==> src/scmhp_pkg.sv <==
// ----------------------------------------------------------------------------
// SigComp header parser package
// Shared types, phase codes, byte roles, status codes and a lookup function.
// ----------------------------------------------------------------------------
package scmhp_pkg;

	localparam logic [15:0] MAX_MESSAGE_BYTES = 16'd65535;
	localparam logic [11:0] NACK_MIN_BYTES    = 12'd26;

	typedef enum logic [3:0] {
		PH_HEAD,
		PH_FB_FIRST,
		PH_FB_REST,
		PH_SID,
		PH_CODE0,
		PH_CODE1,
		PH_BYTECODE,
		PH_NACK,
		PH_REMAIN,
		PH_DISCARD
	} phase_t;

	localparam logic [3:0] ROLE_HEADER     = 4'd0;
	localparam logic [3:0] ROLE_FEEDBACK   = 4'd1;
	localparam logic [3:0] ROLE_STATE_ID   = 4'd2;
	localparam logic [3:0] ROLE_CODE_LEN   = 4'd3;
	localparam logic [3:0] ROLE_BYTECODE   = 4'd4;
	localparam logic [3:0] ROLE_REMAINING  = 4'd5;
	localparam logic [3:0] ROLE_NACK_FIELD = 4'd6;
	localparam logic [3:0] ROLE_HASH       = 4'd7;
	localparam logic [3:0] ROLE_DETAILS    = 4'd8;
	localparam logic [3:0] ROLE_DISCARD    = 4'd9;

	localparam logic [2:0] ST_OK          = 3'd0;
	localparam logic [2:0] ST_TOO_SHORT   = 3'd1;
	localparam logic [2:0] ST_BAD_MAGIC   = 3'd2;
	localparam logic [2:0] ST_BAD_CODELOC = 3'd3;
	localparam logic [2:0] ST_BAD_VERSION = 3'd4;

	localparam logic [1:0] KIND_STATEFUL  = 2'd0;
	localparam logic [1:0] KIND_STATELESS = 2'd1;
	localparam logic [1:0] KIND_NACK      = 2'd2;

	typedef struct packed {
		logic [7:0] data_byte;
		logic       last_byte;
	} byte_item_t;

	typedef struct packed {
		logic [7:0]  byte_out;
		logic [3:0]  byte_role;
		logic        message_done;
		logic [2:0]  status;
		logic [1:0]  message_kind;
		logic [10:0] code_destination;
		logic [11:0] bytecode_length;
		logic [3:0]  state_id_length;
		logic [15:0] head_bytes;
		logic [7:0]  nack_reason;
		logic [7:0]  nack_opcode;
		logic [15:0] nack_pc;
	} result_item_t;

	function automatic logic [3:0] sid_len(input logic [1:0] code);
		logic [3:0] n;
		unique case (code)
			2'd0: n = 4'd0;
			2'd1: n = 4'd6;
			2'd2: n = 4'd9;
			default: n = 4'd12;
		endcase
		return n;
	endfunction

endpackage

==> src/scmhp_step.sv <==
// ----------------------------------------------------------------------------
// SigComp header parser step
// Per-message state registers and the per-byte next-state and result logic.
// ----------------------------------------------------------------------------
module scmhp_step (
	input  logic                  clk,
	input  logic                  arst_n,
	input  logic                  advance,
	input  scmhp_pkg::byte_item_t item,
	output scmhp_pkg::result_item_t result
);

	scmhp_pkg::phase_t phase_q, n_phase;
	logic [11:0] count_q, n_count;
	logic [15:0] total_q, n_total;
	logic [1:0]  hdr_q, n_hdr;
	logic [7:0]  fcb_q, n_fcb;
	logic [11:0] len_q, n_len;
	logic [10:0] dest_q, n_dest;
	logic [2:0]  err_q, n_err;
	logic [1:0]  kind_q, n_kind;
	logic [15:0] hbytes_q, n_hbytes;
	logic [31:0] nack_q, n_nack;

	always_ff @(posedge clk or negedge arst_n) begin
		if (!arst_n) begin
			phase_q  <= scmhp_pkg::PH_HEAD;
			count_q  <= '0;
			total_q  <= '0;
			hdr_q    <= '0;
			fcb_q    <= '0;
			len_q    <= '0;
			dest_q   <= '0;
			err_q    <= '0;
			kind_q   <= '0;
			hbytes_q <= '0;
			nack_q   <= '0;
		end else if (advance) begin
			phase_q  <= n_phase;
			count_q  <= n_count;
			total_q  <= n_total;
			hdr_q    <= n_hdr;
			fcb_q    <= n_fcb;
			len_q    <= n_len;
			dest_q   <= n_dest;
			err_q    <= n_err;
			kind_q   <= n_kind;
			hbytes_q <= n_hbytes;
			nack_q   <= n_nack;
		end
	end

	always_comb begin
		logic [7:0]  b;
		logic [3:0]  role;
		logic [2:0]  status;
		logic [3:0]  sid_b;
		logic [3:0]  sid_h;
		logic [4:0]  dsum;
		logic [11:0] cnt_dec;

		b       = item.data_byte;
		role    = scmhp_pkg::ROLE_DISCARD;
		status  = scmhp_pkg::ST_OK;
		sid_b   = scmhp_pkg::sid_len(b[1:0]);
		sid_h   = scmhp_pkg::sid_len(hdr_q);
		dsum    = {1'b0, b[3:0]} + 5'd1;
		cnt_dec = count_q - 12'd1;

		n_phase  = phase_q;
		n_count  = count_q;
		n_total  = (total_q < scmhp_pkg::MAX_MESSAGE_BYTES) ? total_q + 16'd1 : total_q;
		n_hdr    = hdr_q;
		n_fcb    = fcb_q;
		n_len    = len_q;
		n_dest   = dest_q;
		n_err    = err_q;
		n_kind   = kind_q;
		n_hbytes = hbytes_q;
		n_nack   = nack_q;

		unique case (phase_q)
			scmhp_pkg::PH_HEAD: begin
				role  = scmhp_pkg::ROLE_HEADER;
				n_hdr = b[1:0];
				if (b < 8'hf8) begin
					n_err   = scmhp_pkg::ST_BAD_MAGIC;
					n_phase = scmhp_pkg::PH_DISCARD;
				end else if (b[2]) begin
					n_phase = scmhp_pkg::PH_FB_FIRST;
				end else if (sid_b != 4'd0) begin
					n_kind  = scmhp_pkg::KIND_STATEFUL;
					n_phase = scmhp_pkg::PH_SID;
					n_count = {8'd0, sid_b};
				end else begin
					n_phase = scmhp_pkg::PH_CODE0;
				end
			end
			scmhp_pkg::PH_FB_FIRST, scmhp_pkg::PH_FB_REST: begin
				role = scmhp_pkg::ROLE_FEEDBACK;
				if (phase_q == scmhp_pkg::PH_FB_FIRST && b > 8'd128) begin
					n_count = {5'd0, b[6:0]};
					n_phase = scmhp_pkg::PH_FB_REST;
				end else begin
					if (phase_q == scmhp_pkg::PH_FB_REST)
						n_count = cnt_dec;
					if (phase_q == scmhp_pkg::PH_FB_FIRST || cnt_dec == 12'd0) begin
						if (sid_h != 4'd0) begin
							n_kind  = scmhp_pkg::KIND_STATEFUL;
							n_phase = scmhp_pkg::PH_SID;
							n_count = {8'd0, sid_h};
						end else begin
							n_phase = scmhp_pkg::PH_CODE0;
						end
					end
				end
			end
			scmhp_pkg::PH_SID, scmhp_pkg::PH_BYTECODE: begin
				role    = (phase_q == scmhp_pkg::PH_SID) ? scmhp_pkg::ROLE_STATE_ID
				                                         : scmhp_pkg::ROLE_BYTECODE;
				n_count = cnt_dec;
				if (cnt_dec == 12'd0) begin
					n_hbytes = n_total;
					n_phase  = scmhp_pkg::PH_REMAIN;
				end
			end
			scmhp_pkg::PH_CODE0: begin
				role    = scmhp_pkg::ROLE_CODE_LEN;
				n_fcb   = b;
				n_phase = scmhp_pkg::PH_CODE1;
			end
			scmhp_pkg::PH_CODE1: begin
				if (fcb_q == 8'd0 && b[7:4] == 4'd0) begin
					role    = scmhp_pkg::ROLE_NACK_FIELD;
					n_kind  = scmhp_pkg::KIND_NACK;
					n_phase = scmhp_pkg::PH_NACK;
					n_count = 12'd2;
					if (b != 8'd1)
						n_err = scmhp_pkg::ST_BAD_VERSION;
				end else begin
					role   = scmhp_pkg::ROLE_CODE_LEN;
					n_kind = scmhp_pkg::KIND_STATELESS;
					n_dest = {dsum, 6'd0};
					n_len  = {fcb_q, b[7:4]};
					if (n_dest < 11'd128 || n_dest > 11'd1024) begin
						n_err   = scmhp_pkg::ST_BAD_CODELOC;
						n_phase = scmhp_pkg::PH_DISCARD;
					end else begin
						n_count = {fcb_q, b[7:4]};
						n_phase = scmhp_pkg::PH_BYTECODE;
					end
				end
			end
			scmhp_pkg::PH_NACK: begin
				priority if (count_q == 12'd2) begin
					role          = scmhp_pkg::ROLE_NACK_FIELD;
					n_nack[31:24] = b;
				end else if (count_q == 12'd3) begin
					role          = scmhp_pkg::ROLE_NACK_FIELD;
					n_nack[23:16] = b;
				end else if (count_q == 12'd4) begin
					role          = scmhp_pkg::ROLE_NACK_FIELD;
					n_nack[15:8]  = b;
				end else if (count_q == 12'd5) begin
					role          = scmhp_pkg::ROLE_NACK_FIELD;
					n_nack[7:0]   = b;
				end else if (count_q < scmhp_pkg::NACK_MIN_BYTES) begin
					role = scmhp_pkg::ROLE_HASH;
				end else begin
					role = scmhp_pkg::ROLE_DETAILS;
				end
				if (err_q != scmhp_pkg::ST_OK)
					role = scmhp_pkg::ROLE_DISCARD;
				if (count_q < scmhp_pkg::NACK_MIN_BYTES)
					n_count = count_q + 12'd1;
			end
			scmhp_pkg::PH_REMAIN: role = scmhp_pkg::ROLE_REMAINING;
			default: role = scmhp_pkg::ROLE_DISCARD;
		endcase

		result           = '0;
		result.byte_out  = b;
		result.byte_role = role;

		if (item.last_byte) begin
			priority if (n_total < 16'd2)
				status = scmhp_pkg::ST_TOO_SHORT;
			else if (n_phase == scmhp_pkg::PH_DISCARD)
				status = n_err;
			else if (n_phase == scmhp_pkg::PH_REMAIN)
				status = scmhp_pkg::ST_OK;
			else if (n_phase == scmhp_pkg::PH_NACK)
				status = (n_count < scmhp_pkg::NACK_MIN_BYTES) ? scmhp_pkg::ST_TOO_SHORT
				                                               : n_err;
			else
				status = scmhp_pkg::ST_TOO_SHORT;

			result.message_done = 1'b1;
			result.status       = status;
			if (status == scmhp_pkg::ST_OK) begin
				result.message_kind = n_kind;
				unique case (n_kind)
					scmhp_pkg::KIND_STATEFUL: begin
						result.state_id_length = scmhp_pkg::sid_len(n_hdr);
						result.head_bytes      = n_hbytes;
					end
					scmhp_pkg::KIND_STATELESS: begin
						result.code_destination = n_dest;
						result.bytecode_length  = n_len;
						result.head_bytes       = n_hbytes;
					end
					default: begin
						result.head_bytes  = n_total;
						result.nack_reason = n_nack[31:24];
						result.nack_opcode = n_nack[23:16];
						result.nack_pc     = n_nack[15:0];
					end
				endcase
			end

			n_phase  = scmhp_pkg::PH_HEAD;
			n_count  = '0;
			n_total  = '0;
			n_hdr    = '0;
			n_fcb    = '0;
			n_len    = '0;
			n_dest   = '0;
			n_err    = '0;
			n_kind   = '0;
			n_hbytes = '0;
			n_nack   = '0;
		end
	end

endmodule

==> src/sigcomp_message_header_parser.sv <==
// Each accepted byte is held in the input register; its result is registered in the result register.
// Throughput: one byte per cycle while the result is not stalled; the per-message state updates on each advance.
// Reset: arst_n clears both stage valids and the parser state; the parser then
// expects the header byte of a new message.
// ----------------------------------------------------------------------------
// SigComp message header parser
// Input register, per-byte parse step and result register with stall handling.
// ----------------------------------------------------------------------------
module sigcomp_message_header_parser (
	input  logic                    clk,
	input  logic                    arst_n,
	input  logic                    byte_valid,
	output logic                    byte_stall,
	input  scmhp_pkg::byte_item_t   byte_item,
	output logic                    result_valid,
	input  logic                    result_stall,
	output scmhp_pkg::result_item_t result_item
);

	logic                    valid_s1;
	scmhp_pkg::byte_item_t   item_s1;
	logic                    result_valid_q;
	scmhp_pkg::result_item_t result_q;
	scmhp_pkg::result_item_t step_result;
	logic                    advance;
	logic                    accept;

	assign advance    = valid_s1 && (!result_valid_q || !result_stall);
	assign byte_stall = valid_s1 && !advance;
	assign accept     = byte_valid && !byte_stall;

	always_ff @(posedge clk or negedge arst_n) begin
		if (!arst_n) begin
			valid_s1 <= 1'b0;
		end else if (accept) begin
			valid_s1 <= 1'b1;
		end else if (advance) begin
			valid_s1 <= 1'b0;
		end
	end

	always_ff @(posedge clk) begin
		if (accept)
			item_s1 <= byte_item;
	end

	scmhp_step u_step (
		.clk     (clk),
		.arst_n  (arst_n),
		.advance (advance),
		.item    (item_s1),
		.result  (step_result)
	);

	always_ff @(posedge clk or negedge arst_n) begin
		if (!arst_n) begin
			result_valid_q <= 1'b0;
		end else if (advance) begin
			result_valid_q <= 1'b1;
		end else if (!result_stall) begin
			result_valid_q <= 1'b0;
		end
	end

	always_ff @(posedge clk) begin
		if (advance)
			result_q <= step_result;
	end

	assign result_valid = result_valid_q;
	assign result_item  = result_q;

endmodule

==> config.mk <==
export PLATFORM = sky130hd
export DESIGN_NAME = sigcomp_message_header_parser
export DESIGN_NICKNAME = d
export VERILOG_FILES = /design/src/scmhp_pkg.sv /design/src/scmhp_step.sv /design/src/sigcomp_message_header_parser.sv
export SDC_FILE = /design/constraint.sdc
export NUM_CORES = 1
export LEC_CHECK = 0
export BUFFER_PORTS_ARGS = -buffer_cell sky130_fd_sc_hd__buf_4
export CORE_MARGIN = 10
export CORE_UTILIZATION = 42
export CTS_BUF_LIST = sky130_fd_sc_hd__clkbuf_4 sky130_fd_sc_hd__clkbuf_8
export DETAILED_ROUTE_END_ITERATION = 8
export GPL_ROUTABILITY_DRIVEN = 0
export SYNTH_ARGS = -nofsm -noshare
export SYNTH_HDL_FRONTEND = slang
export SYNTH_SLANG_ARGS = --single-unit
==> constraint.sdc <==
create_clock -name clk -period 9.95 [get_ports clk]
set_input_delay 0 -clock clk [delete_from_list [all_inputs] [get_ports clk]]
set_output_delay 0 -clock clk [all_outputs]
set_load 0.01 [all_outputs]
==> results.md, run 1 <==
Routing:
- The total number of vias is 10910.
- Wires add up to 39470 um.
- The remaining design rule violation count is 0.
- In the final routed layout, each cell accounts on average for 22.28 um.
- After the first detailed-routing iteration, the DRC count stood at 1040.
- In this run the remaining antenna-violating nets after routing total 0.
- The ratio of routed vias to standard cells is 6.154.
- The number of iterations in the first detailed-routing pass is 5.

Floorplan:
- The region available for standard cell placement spans 29720 sq um.
- The initial utilization of the core area, before any placement, comes to 42.65%.
- The overall die height is 193.7 um.
- The die extent in x is 193.7 um.
- The area of the die is 37530 sq um.
- The standard-cell row count is 63.
- In this run the count of I/O pins placed on the die edge is 108.

STA:
- The final critical path takes up 59.10% of the cycle.
- Clock skew on the completed layout was measured at 0.01899 ns.
- The minimum clock period is 5.880 ns.
- Based on the critical path, the design can be clocked at up to 0.1701 GHz.
- The max-slew violation count is 0.
- At the pin with the least slew margin, the transition time is 1.067 ns.
- Setup violations remaining at the end of the flow were counted as 0.
- The final sum of negative setup slack is 0 ns.
- The count of endpoints failing hold in the final timing report came to 0.
- Across all setup checks in the final design, the least slack found is 4.070 ns.
- Headroom to the max-slew limit came out at 28.81%.
- Setup repair after global routing left no endpoint under its margin.

Place:
- The number of port buffers is 107.
- The worst-case setup slack after placement is 4.191 ns.
- Once placement finished, the instance area stood at 13620 sq um.
- The HPWL after detailed placement is 26110 um.
- The count of placed standard cells including taps is 1688.

Critical path:
- The critical path contains buffers and inverters numbering 2 combined.
- The longest individual stage delay on the worst path is 0.79 ns.
- The worst-path cell with the longest stage delay is sky130_fd_sc_hd__buf_4.
- Data on the critical path is required at its endpoint by 10.19 ns.
- Grouping stages by cell kind, the critical path spends the most delay in compound AO/OA/AOI/OAI gates.
- The reg2reg setup slack is 4.07 ns.
- The worst setup path category is reg2reg.
- STA classifies the critical path endpoint as a flip-flop.
- The worst path arrival time is 6.12 ns.
- STA classifies the critical path startpoint as a flip-flop.
- The critical path goes through inv_1 > ha_1 > or4b_1 > xnor2_1 > o31ai_1 > o2111ai_4 > a221oi_2 > a311oi_1 > or4_1 > a21o_1 > a31oi_4 > buf_4 > nor4_1.
- The critical-path maximum fanout is 61.

Synthesis:
- Sorting the synthesized cells by area gives the leading types as sky130_fd_sc_hd__edfxtp_1 24%, sky130_fd_sc_hd__dfrtp_1 24%, sky130_fd_sc_hd__o21ai_0 4.9%, sky130_fd_sc_hd__nor4_2 4.8%, sky130_fd_sc_hd__nand2_1 4.7%.
- The number of nets in the synthesized netlist is 1313.
- Summing the sequential cell areas from Yosys gives 47.86% of the chip area.
- In this run, synthesis inferred 102 flip-flops with an integrated enable.
- The post-synthesis cell type with the largest combined area is sky130_fd_sc_hd__edfxtp_1.
- The number of synthesized register bits is 222.
- The number of standard cells after synthesis is 1290.
- The mapped netlist covers 12670 sq um.
- After synthesis, the largest area contributor takes up 24.17% of total cell area.
- The flip-flop cell with the highest count after synthesis is sky130_fd_sc_hd__dfrtp_1.
- The count of synthesis-stage warnings from yosys is 0.
- The proportion of register bits with asynchronous set or reset after synthesis is 54.05%.
- The number of distinct library cells after synthesis is 87.
- The average size of a mapped cell is 9.825 sq um.

Clock tree:
- At the later pin of the worst-skew pair, clock insertion delay measures 0.54 ns.
- The number of levels in the clock H-tree is 2.
- The clock-pin slew reported for the worst setup and hold paths after clock tree synthesis is 0.06 ns.
- In this run the deepest clock path goes through 3 buffers.
- The TritonCTS sink count is 222.
- The number of buffers inserted during clock tree synthesis is 40.
- The clock tree from TritonCTS is yes.
- The root cell of the clock tree is sky130_fd_sc_hd__clkbuf_8.

Global route:
- Global routing used 20.32% of the available tracks across all layers.
- The total overflow left after global routing is 0.
- The global-route wire length before repair is 62910 um.
- The maximum number of pins on one net before global-route repair is 69.
- The via count of the first global-routing pass is 10620.
- The number of antenna violations at the first check in global routing is 0.

Power and ir drop:
- In this run the static leakage power is 0.005610 uW.
- The peak supply drop is 0.0001381 V.
- In this run the power density over the cells is 256.6 nW/um^2.

Layout:
- The multi-input combinational cells in the finished layout cover a total of 6038 sq um.
- The number of inserted filler cells in the final layout is 2686.
- The cell area after layout is 14530 sq um.
- The area growth from synthesis to layout is 14.67%.
- Registers take 6066 sq um.
- The final layout contains 1376 nets.
- Cells fill 48.91% of the core in the end.
- After the flow finishes, the layout carries non-filler instances totaling 1772.
- The fraction of final layout cells with drive strength greater than 1 is 19.54%.
- The number of diodes is 0.

Worst hold path:
- The min-delay analysis places its worst path in the category in2async.

Job:
- Max-cap violations in this run came to 0.

Status:
- The flow ran to the end, and the final reports show no timing, DRC or antenna violations.
==> worst paths after layout <==
kind / start / endpoint / depth (start not counted)
max in group asynchronous: arst_n / u_step.nack_q[14] / 3
worst min register to register: item_s1[0] / result_item[80] / 0
worst max register to register: u_step.count_q[1] / result_item[0] / 13
worst max-delay path: u_step.count_q[1] / result_item[0] / 13
worst min-delay path: arst_n / u_step.total_q[9] / 2
min in group clk: byte_item[5] / item_s1[5] / 2
==> power by group <==
| group | internal, uW | total, uW | switching (uW) | leakage, uW |
|---|---|---|---|---|
| combinational | 530 | 1570 | 1040 | 0.00255 |
| clock | 467 | 853 | 385 | 0.000413 |
| sequential | 1100 | 1310 | 206 | 0.00264 |
| total | 2100 | 3730 | 1630 | 0.00561 |
==> synth_stat cells, types with 9 or more instances <==
master                       n
sky130_fd_sc_hd__a22oi_1    41
sky130_fd_sc_hd__buf_2       9
sky130_fd_sc_hd__edfxtp_1  102
sky130_fd_sc_hd__or3_1      18
sky130_fd_sc_hd__nor4_1     15
sky130_fd_sc_hd__o211ai_1   13
sky130_fd_sc_hd__clkbuf_1   92
sky130_fd_sc_hd__and3_1     20
sky130_fd_sc_hd__nor2_1     63
sky130_fd_sc_hd__and2_1     15
sky130_fd_sc_hd__ha_1       10
sky130_fd_sc_hd__nand2_1   158
sky130_fd_sc_hd__dfrtp_1   120
sky130_fd_sc_hd__nor4_2     49
sky130_fd_sc_hd__a22o_1     23
sky130_fd_sc_hd__o21ai_0   123
sky130_fd_sc_hd__inv_1      17
sky130_fd_sc_hd__nand2b_1   10
sky130_fd_sc_hd__a21oi_1    77
sky130_fd_sc_hd__nor4b_1     9
sky130_fd_sc_hd__xnor2_1    15
sky130_fd_sc_hd__o31ai_1    11
sky130_fd_sc_hd__mux2i_1    38
sky130_fd_sc_hd__a31oi_1    10
sky130_fd_sc_hd__nor3_1     36
sky130_fd_sc_hd__nand3_1    29
==> cells in the final DEF (no fill, tap or decap), types with 5 or more instances in the layout <==
cell                            Yosys  routed
sky130_fd_sc_hd__nor2b_1            8       8
sky130_fd_sc_hd__and3_1            20      20
sky130_fd_sc_hd__nor4_1            15      15
sky130_fd_sc_hd__a21o_1             6       6
sky130_fd_sc_hd__clkbuf_8           0      46
sky130_fd_sc_hd__a22oi_1           41      41
sky130_fd_sc_hd__a221o_1            5       5
sky130_fd_sc_hd__xnor2_1           15      15
sky130_fd_sc_hd__mux2i_1           38      38
sky130_fd_sc_hd__a22o_1            23      23
sky130_fd_sc_hd__nand4_1            7       7
sky130_fd_sc_hd__dlygate4sd3_1      0      13
sky130_fd_sc_hd__nand2b_1          10      10
sky130_fd_sc_hd__o21a_1             6       6
sky130_fd_sc_hd__buf_4              5     127
sky130_fd_sc_hd__a31oi_1           10      10
sky130_fd_sc_hd__o31ai_1           11      11
sky130_fd_sc_hd__and3b_1            6       6
sky130_fd_sc_hd__nand3_1           29      28
sky130_fd_sc_hd__or3_1             18      18
sky130_fd_sc_hd__and2_1            15      15
sky130_fd_sc_hd__o2111ai_1          5       5
sky130_fd_sc_hd__nor3_1            36      36
sky130_fd_sc_hd__a21oi_1           77      77
sky130_fd_sc_hd__or4_1              5       5
sky130_fd_sc_hd__ha_1              10      10
sky130_fd_sc_hd__nand2_1          158     156
sky130_fd_sc_hd__edfxtp_1         102     102
sky130_fd_sc_hd__nand3b_1           5       5
sky130_fd_sc_hd__nor2_1            63      61
sky130_fd_sc_hd__o22ai_1            6       6
sky130_fd_sc_hd__o211ai_1          13      13
sky130_fd_sc_hd__nor4_2            49      49
sky130_fd_sc_hd__inv_1             17      16
sky130_fd_sc_hd__o21ai_0          123     123
sky130_fd_sc_hd__dfrtp_1          120     120
sky130_fd_sc_hd__nor4b_1            9       9
sky130_fd_sc_hd__clkinv_1           1       8
sky130_fd_sc_hd__clkbuf_4           0      12
==> worst register-to-register path, cell delays in order (launching register included) <==
cell	delay (ns)
sky130_fd_sc_hd__dfrtp_1	0.50
sky130_fd_sc_hd__inv_1	0.20
sky130_fd_sc_hd__ha_1	0.46
sky130_fd_sc_hd__or4b_1	0.69
sky130_fd_sc_hd__xnor2_1	0.20
sky130_fd_sc_hd__o31ai_1	0.40
sky130_fd_sc_hd__o2111ai_4	0.34
sky130_fd_sc_hd__a221oi_2	0.35
sky130_fd_sc_hd__a311oi_1	0.13
sky130_fd_sc_hd__or4_1	0.54
sky130_fd_sc_hd__a21o_1	0.21
sky130_fd_sc_hd__a31oi_4	0.49
sky130_fd_sc_hd__buf_4	0.80
sky130_fd_sc_hd__nor4_1	0.28
==> sequential cells by signal (all words and copies together), names as in the netlist <==
signal           cells
u_step.len_q        12
item_s1              9
valid_s1             1
u_step.err_q         3
u_step.hdr_q         2
u_step.kind_q        2
u_step.total_q      16
u_step.hbytes_q     16
result_valid         1
u_step.count_q      12
u_step.dest_q       11
u_step.phase_q       4
u_step.fcb_q         8
result_item         93
u_step.nack_q       32
==> cell families (layout without fill, tap and decap cells) <==
logic type / Yosys count / in the layout / synth area share, %
xor gates and xnor gates: 18 / 18 / 1.244
adders and majority gates: 10 / 10 / 0.9872
muxes: 39 / 39 / 3.090
and+or+nand+nor: 486 / 486 / 22.65
DFF: 222 / 222 / 47.86
buffers and inverters: 137 / 229 / 4.778
AOI/OAI and AO/OA: 378 / 378 / 19.40
==> routing by layer <==
metal | vias to the layer above | share of wire, % | track usage, % | wire (um)
met5 | - | 0 | 0 | 0
li1 | 4989 | - | - | -
met2 | 489 | 45 | 31.08 | 17720
met4 | 0 | 3.4 | 7.954 | 1349
met3 | 95 | 7.1 | 3.700 | 2793
met1 | 5332 | 45 | 27.87 | 17610
==> area by class of cell <==
cell class / count / share of cell area, %
Inverter: 18 / 0.4821
Clock inverter: 13 / 0.4477
Clock buffer: 58 / 4.976
Tap cell: 390 / 3.357
Sequential cell: 222 / 41.74
Multi-Input combinational cell: 931 / 41.55
Timing Repair Buffer: 140 / 7.455
==> stage by stage <==
stage / hold WS, ns / power [uW]
finish: 0.06185 / 3729
global route: 0.1215 / 3948
CTS: 0.07792 / 3711
detailed placement: 0.1085 / 2838
global placement: 0.1071 / 2835
floorplan: -0.2956 / 2452
==> timing repair <==
action	CTS	global route
hold buffers	13	0
buffers inserted	0	0
gates resized for setup	0	0
endpoints found under the hold margin	63	0
(Power assumes the default switching activity.)
==> run 2: changes to the inputs <==
==> constraint.sdc (replaced) <==
create_clock -name clk -period 6 [get_ports clk]
set_input_delay 0 -clock clk [delete_from_list [all_inputs] [get_ports clk]]
set_output_delay 0 -clock clk [all_outputs]
set_load 0.01 [all_outputs]
==> results.md, run 2 (synthesis results as in run 1) <==
Clock tree:
- The number of buffers inserted during clock tree synthesis is 40 (unchanged).
- The clock tree from TritonCTS is yes.
- The count of cells resized by post-cts repair is 0 (unchanged).
- The TritonCTS sink count came to 222 (unchanged).
- The buffer levels on the longest clock path is 3 (unchanged).
- The number of levels in the clock H-tree was 2 (unchanged).
- The root cell of the clock tree is sky130_fd_sc_hd__clkbuf_8.
- The clock-pin slew reported for the worst setup and hold paths after clock tree synthesis is 0.06 ns (about the same).
- The clock latency on the worst-skew pair was 0.55 ns (about the same).

Critical path:
- The critical-path maximum fanout is 37 (-39%).
- The reg2reg setup slack is 0.54 ns (-3.53 ns).
- The category of the worst setup path launch point is a flip-flop.
- The worst path arrival time was 5.72 ns (-0.40 ns).
- The worst setup path is captured at a flip-flop.
- The worst register-to-register path begins at u_step.count_q[1].
- The critical path required time is 6.25 ns (-3.94 ns).
- The capturing point of the worst reg2reg path is result_item[19].
- The cell count of the worst reg-to-reg path is 13 (unchanged).
- The critical path is of the reg2reg type.

Global route:
- The number of antenna violations at the first check in global routing is 0 (unchanged).
- The leftover overflow at the end of global routing is 0 (unchanged).
- The overall fraction of global-route tracks in use came to 20.57% (+0.25 points).
- The maximum number of pins on one net before global-route repair is 75 (+8.7%).
- The via count of the first global-routing pass was 10770 (+1.4%).
- The global-route wire length before repair came to 63470 um (+0.88%).

Layout:
- The core utilization of the finished layout came to 49.50% (+0.59 points).
- The flip-flop count of the largest register, all copies and words added is 93 (unchanged).
- The area of combinational cells with multiple inputs was 6038 sq um (unchanged).
- In the layout the commonest cells are 156 x sky130_fd_sc_hd__nand2_1, 134 x sky130_fd_sc_hd__buf_4, 123 x sky130_fd_sc_hd__o21ai_0, 120 x sky130_fd_sc_hd__dfrtp_1, 102 x sky130_fd_sc_hd__edfxtp_1.
- The number of nets at the end of the flow is 1386 (+0.73%).
- From synthesis to final layout, the design area changed by 16.06%.
- The area occupied by registers is 6066 sq um (unchanged).
- The number of diodes came to 0 (unchanged).
- The fraction of final layout cells with drive strength greater than 1 is 20.36% (+0.82 points).
- The library cell used most frequently in the layout, excluding fill and tap cells, is sky130_fd_sc_hd__nand2_1.
- The number of inserted filler cells in the final layout was 2761 (+2.8%).

STA:
- The worst clock skew on the final layout was 0.04087 ns (+0.02188 ns).
- The measured slew at the worst slew-check pin is 1.026 ns (-0.04028 ns).
- The part of the cycle the worst path needs is 91.05% (+32 points).
- The number of setup violations in the final report is 0 (unchanged).
- The maximum operating frequency is 0.1831 GHz (+7.6%).
- Setup repair after global routing left no endpoint under its margin.
- The max-slew violation count was 0 (unchanged).
- The final sum of negative setup slack is 0 ns (unchanged).
- The minimum clock period is 5.463 ns (-0.4176 ns).
- The count of endpoints failing hold in the final timing report was 0 (unchanged).
- The worst-case headroom to the max-slew limit is 31.11% (+2.3 points).

Power and ir drop:
- The power share of the combinational group is 42.8% (+0.7 points).
- The fraction of power consumed by the clock network is 23.8% (+0.9 points).
- The final total power is 6344 uW (+70%).
- The switching power share of the total is 42.88% (-0.89 points).
- The total internal power is 3624 uW (+73%).
- The peak supply drop is 0.0002766 V (+100%).
- The net switching power is 2720 uW (+67%).
- The total power divided by cell area is 431.3 nW/um^2 (+68%).
- The leakage power was 0.005699 uW (+1.6%).
- The power share of the sequential group is 33.3% (-1.7 points).

Routing:
- The number of iterations in the first detailed-routing pass came to 6 (+1).
- The routed wire length is 39920 um (+1.1%).
- The count of antenna-violating nets left after detailed routing was 0 (unchanged).
- The remaining design rule violation count is 0 (unchanged).
- The average routed wire per standard cell is 22.36 um (+0.38%).
- The count of routing violations after the opening detailed-route iteration is 1091 (+4.9%).
- The ratio of routed vias to standard cells came to 6.141 (-0.21%).
- The total number of vias is 10960 (+0.52%).

Floorplan:
- The placeable core region is 29720 sq um (unchanged).
- The overall die height came to 193.7 um (unchanged).
- The starting utilization of the core area is 42.65% (unchanged).
- The die extent in x is 193.7 um (unchanged).
- The standard-cell row count is 63 (unchanged).
- The number of top-level pins is 108 (unchanged).
- The area of the die was 37530 sq um (unchanged).

Status:
- The run finished with clean final reports.

Place:
- The HPWL after detailed placement is 26500 um (+1.5%).
- The number of port buffers is 107 (unchanged).

Worst hold path:
- The type of the most critical hold path is in2async.

Job:
- The reported max-cap violation count came to 0 (unchanged).
-- run 2: final cells by class --
cell class | instances | area share, %
clock buffer | 61 | 4.984
clock inverter | 13 | 0.8080
inverter | 18 | 0.4763
multi-input combinational | 931 | 41.05
sequential | 222 | 41.23
tap | 390 | 3.317
timing repair buffer | 150 | 8.131
-- run 2: what timing repair did --
action                                 CTS  global route
setup buffers                            0             0
endpoints found under the hold margin   66             0
hold buffers                            13             0
-- run 2: power by group through the flow --
stage / sequential (uW) / clock [uW] / combinational [uW]
detailed placement: 2130 / 0 / 2650
CTS: 2100 / 1550 / 2670
floorplan: 2000 / 0 / 2070
finish: 2110 / 1510 / 2720
global route: 2140 / 1620 / 2960
global placement: 2120 / 0 / 2650
-- run 2: metrics by stage --
step / hold WS (ns) / std cells / cell area (sq um) / setup slack [ns]
floorplan: -0.2956 / 1290 / 12670 / 1.804
global placement: 0.1275 / 1698 / 13730 / 0.7853
detailed placement: 0.1311 / 1698 / 13730 / 0.6455
CTS: 0.09856 / 1785 / 14710 / 0.6031
global route: 0.1645 / 1785 / 14710 / 0.2799
finish: 0.08290 / 1785 / 14710 / 0.5372
-- run 2: layer usage --
metal	track usage, %	wire length (um)	up-vias
li1	-	-	5022
met1	28.69	17810	5353
met2	30.69	17830	482
met3	3.752	2812	105
met4	8.441	1464	0
met5	0	0	-
-- run 2: worst max path at each step --
stage	from	end	slack (ns)
after floorplan	u_step.count_q[1]	result_item[41]	1.80
after global placement	u_step.count_q[1]	result_item[76]	0.79
after detailed placement	u_step.count_q[1]	result_item[76]	0.65
after CTS	u_step.count_q[1]	result_item[76]	0.60
after global routing	u_step.count_q[1]	result_item[56]	0.28
final	u_step.count_q[1]	result_item[19]	0.54
-- run 2: worst max-delay path, stage by stage, from the launching register on --
cell and delay [ns]:
sky130_fd_sc_hd__dfrtp_1 0.51, sky130_fd_sc_hd__inv_1 0.19, sky130_fd_sc_hd__ha_1 0.46, sky130_fd_sc_hd__or4b_1 0.69, sky130_fd_sc_hd__xnor2_1 0.21, sky130_fd_sc_hd__o31ai_1 0.43, sky130_fd_sc_hd__o2111ai_4 0.32, sky130_fd_sc_hd__a221oi_2 0.34
sky130_fd_sc_hd__a311oi_1 0.11, sky130_fd_sc_hd__or4_1 0.53, sky130_fd_sc_hd__a21o_1 0.21, sky130_fd_sc_hd__a31oi_4 0.67, sky130_fd_sc_hd__buf_12 0.33, sky130_fd_sc_hd__nor4_2 0.09
